`src/rtl/first_substring_match_finder_macros.svh`:
```
// assertion macros for the first substring match finder
`ifndef FIRST_SUBSTRING_MATCH_FINDER_MACROS_SVH
`define FIRST_SUBSTRING_MATCH_FINDER_MACROS_SVH
`ifndef SYNTHESIS
`define FSMF_ASSERT(label, clk, rst_n, prop, msg) \
    label: assert property (@(posedge clk) disable iff (!rst_n) (prop)) else $error(msg);
`define FSMF_ASSERT_IMPL(label, clk, rst_n, ante, cons, msg) \
    label: assert property (@(posedge clk) disable iff (!rst_n) (ante) |-> (cons)) \
        else $error(msg);
`else
`define FSMF_ASSERT(label, clk, rst_n, prop, msg)
`define FSMF_ASSERT_IMPL(label, clk, rst_n, ante, cons, msg)
`endif
`endif

```
`src/rtl/fsmf_pkg.sv`:
```
// shared constants and types for the first substring match finder
package fsmf_pkg;
    localparam int MAX_PATTERN   = 16;
    localparam int POSITION_BITS = 32;
    localparam int LEN_BITS      = $clog2(MAX_PATTERN + 1);
    localparam int START_BITS    = 32;
    localparam int OUT_BITS      = START_BITS + 2;
    localparam int OUT_BYTES_W   = ((OUT_BITS + 7) / 8) * 8;

    localparam logic KIND_PATTERN = 1'b0;
    localparam logic KIND_TEXT    = 1'b1;

    typedef logic [MAX_PATTERN-1:0][7:0] byte_vec_t;
    typedef logic [LEN_BITS-1:0]         len_t;
    typedef logic [POSITION_BITS-1:0]    pos_t;
endpackage

```
`src/rtl/fsmf_match.sv`:
```
// parallel compare of the text window with the stored pattern
module fsmf_match (
    input  fsmf_pkg::byte_vec_t window,   // entry 0 newest text byte
    input  fsmf_pkg::byte_vec_t pattern,  // entry 0 last pattern byte
    input  fsmf_pkg::len_t      length,
    output logic                match
);
    import fsmf_pkg::*;

    logic [MAX_PATTERN-1:0] lane_ok;

    always_comb
    begin
        for (int j = 0; j < MAX_PATTERN; j++)
        begin
            // lanes beyond the pattern length always pass
            lane_ok[j] = (window[j] == pattern[j]) || (len_t'(j) >= length);
        end
        match = &lane_ok;
    end
endmodule

```
`src/rtl/first_substring_match_finder.sv`:
```
// a final text byte passes from the input register into the result register
// throughput: one input byte per cycle except while stalled; the window compare and state update are combinational
// a stall only occurs when a final text byte meets an untaken result
// reset: asynchronous active-low rst_n clears pattern, text and handshake state
// the pattern store and text window hold undefined data after reset
module first_substring_match_finder (
    input  logic                             clk,
    input  logic                             rst_n,
    input  logic                             s_axis_tvalid,
    output logic                             s_axis_tready,
    input  logic [7:0]                       s_axis_tdata,  // [7:0] data_byte
    input  logic                             s_axis_tuser,  // [0] kind
    input  logic                             s_axis_tlast,  // last
    output logic                             m_axis_tvalid,
    input  logic                             m_axis_tready,
    // [0] found, [32:1] match_start, [33] pattern_overflow, rest zero
    output logic [fsmf_pkg::OUT_BYTES_W-1:0] m_axis_tdata
);
    import fsmf_pkg::*;
    `include "first_substring_match_finder_macros.svh"

    localparam pos_t POS_MAX = '1;

    // input register
    logic       in_valid_reg, in_valid_next;
    logic       in_kind_reg;
    logic [7:0] in_byte_reg;
    logic       in_last_reg;

    // search state
    byte_vec_t pattern_reg, pattern_next;
    byte_vec_t window_reg, window_next;
    len_t      pattern_length_reg, pattern_length_next;
    logic      pattern_closed_reg, pattern_closed_next;
    logic      overflow_flag_reg, overflow_flag_next;
    pos_t      text_count_reg, text_count_next;
    logic      match_latched_reg, match_latched_next;
    pos_t      first_match_reg, first_match_next;

    // result register
    logic                  out_valid_reg, out_valid_next;
    logic                  out_found_reg, out_found_next;
    logic [START_BITS-1:0] out_start_reg, out_start_next;
    logic                  out_ovf_reg, out_ovf_next;

    logic      in_accept;
    logic      proc_ok;
    logic      proc_fire;
    logic      out_load;
    logic      window_match;
    byte_vec_t window_shift;
    len_t      base_length;
    logic [POSITION_BITS:0] start_calc;

    assign proc_ok   = !(in_kind_reg == KIND_TEXT && in_last_reg) || !out_valid_reg
                       || m_axis_tready;
    assign proc_fire = in_valid_reg && proc_ok;
    assign s_axis_tready = !in_valid_reg || proc_fire;
    assign in_accept = s_axis_tvalid && s_axis_tready;
    assign in_valid_next = in_accept ? 1'b1 : (proc_fire ? 1'b0 : in_valid_reg);

    // window with the registered byte shifted in as the newest entry
    assign window_shift = {window_reg[MAX_PATTERN-2:0], in_byte_reg};

    fsmf_match u_match (
        .window  (window_shift),
        .pattern (pattern_reg),
        .length  (pattern_length_reg),
        .match   (window_match)
    );

    always_comb
    begin
        pattern_next        = pattern_reg;
        window_next         = window_reg;
        pattern_length_next = pattern_length_reg;
        pattern_closed_next = pattern_closed_reg;
        overflow_flag_next  = overflow_flag_reg;
        text_count_next     = text_count_reg;
        match_latched_next  = match_latched_reg;
        first_match_next    = first_match_reg;
        out_load            = 1'b0;
        out_found_next      = out_found_reg;
        out_start_next      = out_start_reg;
        out_ovf_next        = out_ovf_reg;
        base_length         = pattern_length_reg;
        start_calc          = {1'b0, text_count_reg} + (POSITION_BITS+1)'(1)
                              - (POSITION_BITS+1)'(pattern_length_reg);

        if (proc_fire && in_kind_reg == KIND_PATTERN)
        begin
            if (pattern_closed_reg)
            begin
                // new pattern drops the old one and any search in progress
                base_length         = '0;
                overflow_flag_next  = 1'b0;
                pattern_closed_next = 1'b0;
                text_count_next     = '0;
                match_latched_next  = 1'b0;
                first_match_next    = '0;
            end
            if (base_length < len_t'(MAX_PATTERN))
            begin
                pattern_next        = {pattern_reg[MAX_PATTERN-2:0], in_byte_reg};
                pattern_length_next = base_length + len_t'(1);
            end
            else
            begin
                pattern_length_next = base_length;
                overflow_flag_next  = 1'b1;
            end
            if (in_last_reg)
            begin
                pattern_closed_next = 1'b1;
            end
        end
        else if (proc_fire)
        begin
            pattern_closed_next = 1'b1;
            window_next         = window_shift;
            if (text_count_reg != POS_MAX)
            begin
                text_count_next = text_count_reg + pos_t'(1);
            end
            if (!match_latched_reg)
            begin
                if (pattern_length_reg == '0)
                begin
                    match_latched_next = 1'b1;
                    first_match_next   = '0;
                end
                else if (text_count_next >= pos_t'(pattern_length_reg) && window_match)
                begin
                    match_latched_next = 1'b1;
                    first_match_next   = start_calc[POSITION_BITS-1:0];
                end
            end
            if (in_last_reg)
            begin
                out_load           = 1'b1;
                out_found_next     = match_latched_next;
                out_start_next     = match_latched_next ? START_BITS'(first_match_next) : '0;
                out_ovf_next       = overflow_flag_reg;
                text_count_next    = '0;
                match_latched_next = 1'b0;
                first_match_next   = '0;
            end
        end
    end

    assign out_valid_next = out_load ? 1'b1 : (m_axis_tready ? 1'b0 : out_valid_reg);

    always_ff @(posedge clk or negedge rst_n)
    begin
        if (!rst_n)
        begin
            in_valid_reg       <= 1'b0;
            out_valid_reg      <= 1'b0;
            pattern_length_reg <= '0;
            pattern_closed_reg <= 1'b0;
            overflow_flag_reg  <= 1'b0;
            text_count_reg     <= '0;
            match_latched_reg  <= 1'b0;
            first_match_reg    <= '0;
        end
        else
        begin
            in_valid_reg       <= in_valid_next;
            out_valid_reg      <= out_valid_next;
            pattern_length_reg <= pattern_length_next;
            pattern_closed_reg <= pattern_closed_next;
            overflow_flag_reg  <= overflow_flag_next;
            text_count_reg     <= text_count_next;
            match_latched_reg  <= match_latched_next;
            first_match_reg    <= first_match_next;
        end
    end

    always_ff @(posedge clk)
    begin
        if (in_accept)
        begin
            in_kind_reg <= s_axis_tuser;
            in_byte_reg <= s_axis_tdata;
            in_last_reg <= s_axis_tlast;
        end
        pattern_reg   <= pattern_next;
        window_reg    <= window_next;
        out_found_reg <= out_found_next;
        out_start_reg <= out_start_next;
        out_ovf_reg   <= out_ovf_next;
    end

    assign m_axis_tvalid = out_valid_reg;
    assign m_axis_tdata  = OUT_BYTES_W'({out_ovf_reg, out_start_reg, out_found_reg});

    `FSMF_ASSERT(a_len_range, clk, rst_n,
        pattern_length_reg <= len_t'(MAX_PATTERN), "pattern length out of range")
    `FSMF_ASSERT_IMPL(a_ovf_full, clk, rst_n, overflow_flag_reg,
        pattern_length_reg == len_t'(MAX_PATTERN), "overflow with pattern not full")
    `FSMF_ASSERT_IMPL(a_no_result_loss, clk, rst_n, out_valid_reg && !m_axis_tready,
        !out_load, "result overwritten while stalled")
    `FSMF_ASSERT_IMPL(a_not_found_zero, clk, rst_n, out_valid_reg && !out_found_reg,
        out_start_reg == '0, "start set without a match")
endmodule

```
`config.mk`:
```
export PLATFORM = sky130hd
export DESIGN_NAME = first_substring_match_finder
export DESIGN_NICKNAME = d
export VERILOG_FILES = /design/src/rtl/fsmf_pkg.sv /design/src/rtl/fsmf_match.sv /design/src/rtl/first_substring_match_finder.sv
export VERILOG_INCLUDE_DIRS = /design/src /design/src/rtl
export SDC_FILE = /design/constraint.sdc
export NUM_CORES = 1
export LEC_CHECK = 0
export ABC_AREA = 1
export BUFFER_PORTS_ARGS = -buffer_cell sky130_fd_sc_hd__buf_2
export CAP_MARGIN = 20
export CORE_ASPECT_RATIO = 0.5
export CORE_MARGIN = 2
export CORE_UTILIZATION = 43
export CTS_BUF_LIST = sky130_fd_sc_hd__clkbuf_4
export CTS_CLUSTER_DIAMETER = 200
export DETAILED_ROUTE_END_ITERATION = 12
export PLACE_DENSITY = 0.59
export SLEW_MARGIN = 20
export SYNTH_ARGS = -nofsm -noshare
export SYNTH_HDL_FRONTEND = slang
export SYNTH_SLANG_ARGS = --single-unit
```
`constraint.sdc`:
```
create_clock -name clk -period 10.6 [get_ports clk]
set_input_delay 0 -clock clk [delete_from_list [all_inputs] [get_ports clk]]
set_output_delay 0 -clock clk [all_outputs]
set_load 0.05 [all_outputs]
```
==> results.yml <==
timing:
  drv_slew: 0
  maxSlewHeadroom_pct: 29.2
  fmax_ghz: 0.215
  worstMarginPinSlew_ps: 1060
  fin_ws_ps: 5940
  finalCritPeriodShare_pct: 43.9
  setup_viol: 0
  rsz0062_at_grt: "no"
  period_minus_slack_ps: 4660
  tns_ps: 0
  hold_viol: 0
  clock-skew-final_ps: 44.3
synth:
  synth.most_common_cell: "nand2_1"
  ys_top_cells_by_count: "522 x nand2_1, 292 x edfxtp_1, 200 x inv_1, 128 x nor2_1, 75 x nand3_1"
  syn_area_per_cell_um2: 10.1
  ys_types: 41
  yosysWarningCount: 0
  ys.flop_type: "edfxtp_1"
  synth_seq_cells: 366
  synth_top_area_share_pct: 49.5
  yosysTopAreaCell: "edfxtp_1"
  synth_area_um2: 17700
  yosys-top-cells-area: "edfxtp_1 49%, nand2_1 11%, dfrtp_1 10%, ha_1 4.8%, inv_1 4.2%"
  synth_cells: 1762
  seq_area_frac_synth_pct: 59.9
  async_reset_ff_share_pct: 20.2
  synth_edf_count: 292
floorplanning:
  core_um2: 40500
  initial_utilization_pct: 43.7
  die_x_um: 291
  num_rows: 52
  die-area_um2: 43000
  pin_count: 56
  dieHeight_um: 148
placement:
  gp_congestion: 0.907
  pre_cts_slack_ps: 6030
  hpwl_um: 27900
  portBuffers: 49
clock_tree:
  clockBufferDepth: 3
  numCtsBuffers: 85
  htree_levels: 3
  clk_pin_slew_ps: 80
  cts_sinks: 366
  clock_latency_ps: 770
  postCtsSetupRepairBufs: 0
  cts_resized: 0
  cts_tree: "yes"
  clockRootBuffer: "clkbuf_4"
detailed_routing:
  drtIter0Drc: 851
  wl_per_cell_um: 15.9
  drt_wl_total_um: 40200
  vias: 12500
  drt_pass1_iterations: 7
  drc: 0
  viasPerCell: 4.95
  antenna_left: 0
layout:
  largest_reg_flops: 128
  num-fill-cells: 3770
  synthToLayoutAreaGrowth_pct: 13.0
  drive_gt1_share_pct: 13.4
  fin_nets: 1990
critical_path:
  critPathKind: "register to register"
  endpoint_kind: "register"
  cp_max_fo: 33
  cpMaxStageDelayCell: "nand2_2"
  critPathArrivalTime_ps: 5150
  cp.required_ps: 11100
  start_kind: "register"
  timing.critical_path.mode_cell: "nand2_1"
  slowest_delay_ps: 580
power_and_ir_drop:
  peakVddDrop_uv: 70.3
  power.density_nw_per_um2: 165
  leakage_nw: 9.01
  total_power_mw: 3.31
grt:
  grt.total_usage_pct: 19.1
  gr-total-overflow: 0
  grt_pass1_wl_um: 64300
  grt_pass1_vias: 12300
  grt_max_degree: 78
  antenna_found_initial: 5
status:
  status: "completed"
hold_path:
  worstHoldPathType: "primary input to register"
flow_run:
  max-cap-violations: 0
layout by cell type, fill, tap and decap left out, types with 44 or more instances in the layout:
cell	instances
xor2_1	52
xnor2_1	56
nand3_1	75
edfxtp_1	292
nand2_1	522
dfrtp_1	74
ha_1	68
clkbuf_4	138
buf_2	48
nor2_1	126
a21oi_1	51
or2_2	44
o21ai_0	61
inv_1	199
report_power, final:
group / internal (mW) / leakage, nW / switching [mW]
Combinational: 0.111 / 4.50 / 0.276
Clock: 0.645 / 0.712 / 0.577
Sequential: 1.65 / 3.79 / 0.0478
worst max-delay path, delay by kind of cell, from the launching register on:
| family | cells | cell delay (ps) |
|---|---|---|
| adders and majority gates | 2 | 430 |
| DFF | 1 | 490 |
| and+or+nand+nor | 18 | 3070 |
| AOI/OAI and AO/OA | 2 | 270 |
| buffers and inverters | 3 | 140 |
cell families after synthesis:
logic type | after synthesis | synth area share [%]
simple gates | 818 | 19.2
flops | 366 | 59.9
buf+inv | 235 | 5.37
compound gates | 165 | 5.23
xor+xnor | 108 | 5.34
fa+ha+maj | 69 | 4.91
other cells | 1 | 0.0212
repair_timing:
item                                    in CTS  in global routing
hold buffers                                27                  0
endpoints found under the hold margin       97                  0
endpoints found under the setup margin       0                  0
area by class of cell:
type | count | area, µm² | area share, %
antenna | 4 | 10.0 | 0.0500
clock inverter | 19 | 155 | 0.774
inverter | 201 | 757 | 3.78
tap | 540 | 676 | 3.37
sequential | 366 | 10600 | 53.0
timing repair buffer | 87 | 601 | 3.00
multi-input combinational | 1166 | 6180 | 30.8
clock buffer | 138 | 1040 | 5.17
path summary, 6_finish.rpt:
path	start	end	slack (ps)	depth (start not counted)
max	text_count_reg[8]	out_start_reg[27]	5940	25
min reg2reg	pattern_reg[83]	pattern_reg[91]	440	0
max in group asynchronous	rst_n	first_match_reg[10]	8960	4
min	m_axis_tready	in_valid_reg	140	5
max reg2reg	text_count_reg[8]	out_start_reg[27]	5940	25
min in group asynchronous	rst_n	first_match_reg[15]	520	4
metal layers:
layer	GRT usage [%]	share of wire, %
met3	4.48	6.1
met1	26.2	46
met4	6.32	2.0
met2	30.0	45
met5	0	0.070
stage by stage:
stage                     cell area [µm²]  std cells  util (%)  hold WS [ps]
after global placement              18600       2333      45.8         -95.8
final                               20000       2521      49.4           142
after global routing                20000       2521      49.4           107
after CTS                           20000       2517      49.4          79.2
after detailed placement            18600       2333      45.8         -96.1
after floorplan                     17700       1767         -          -296
(Power assumes the default switching activity.)
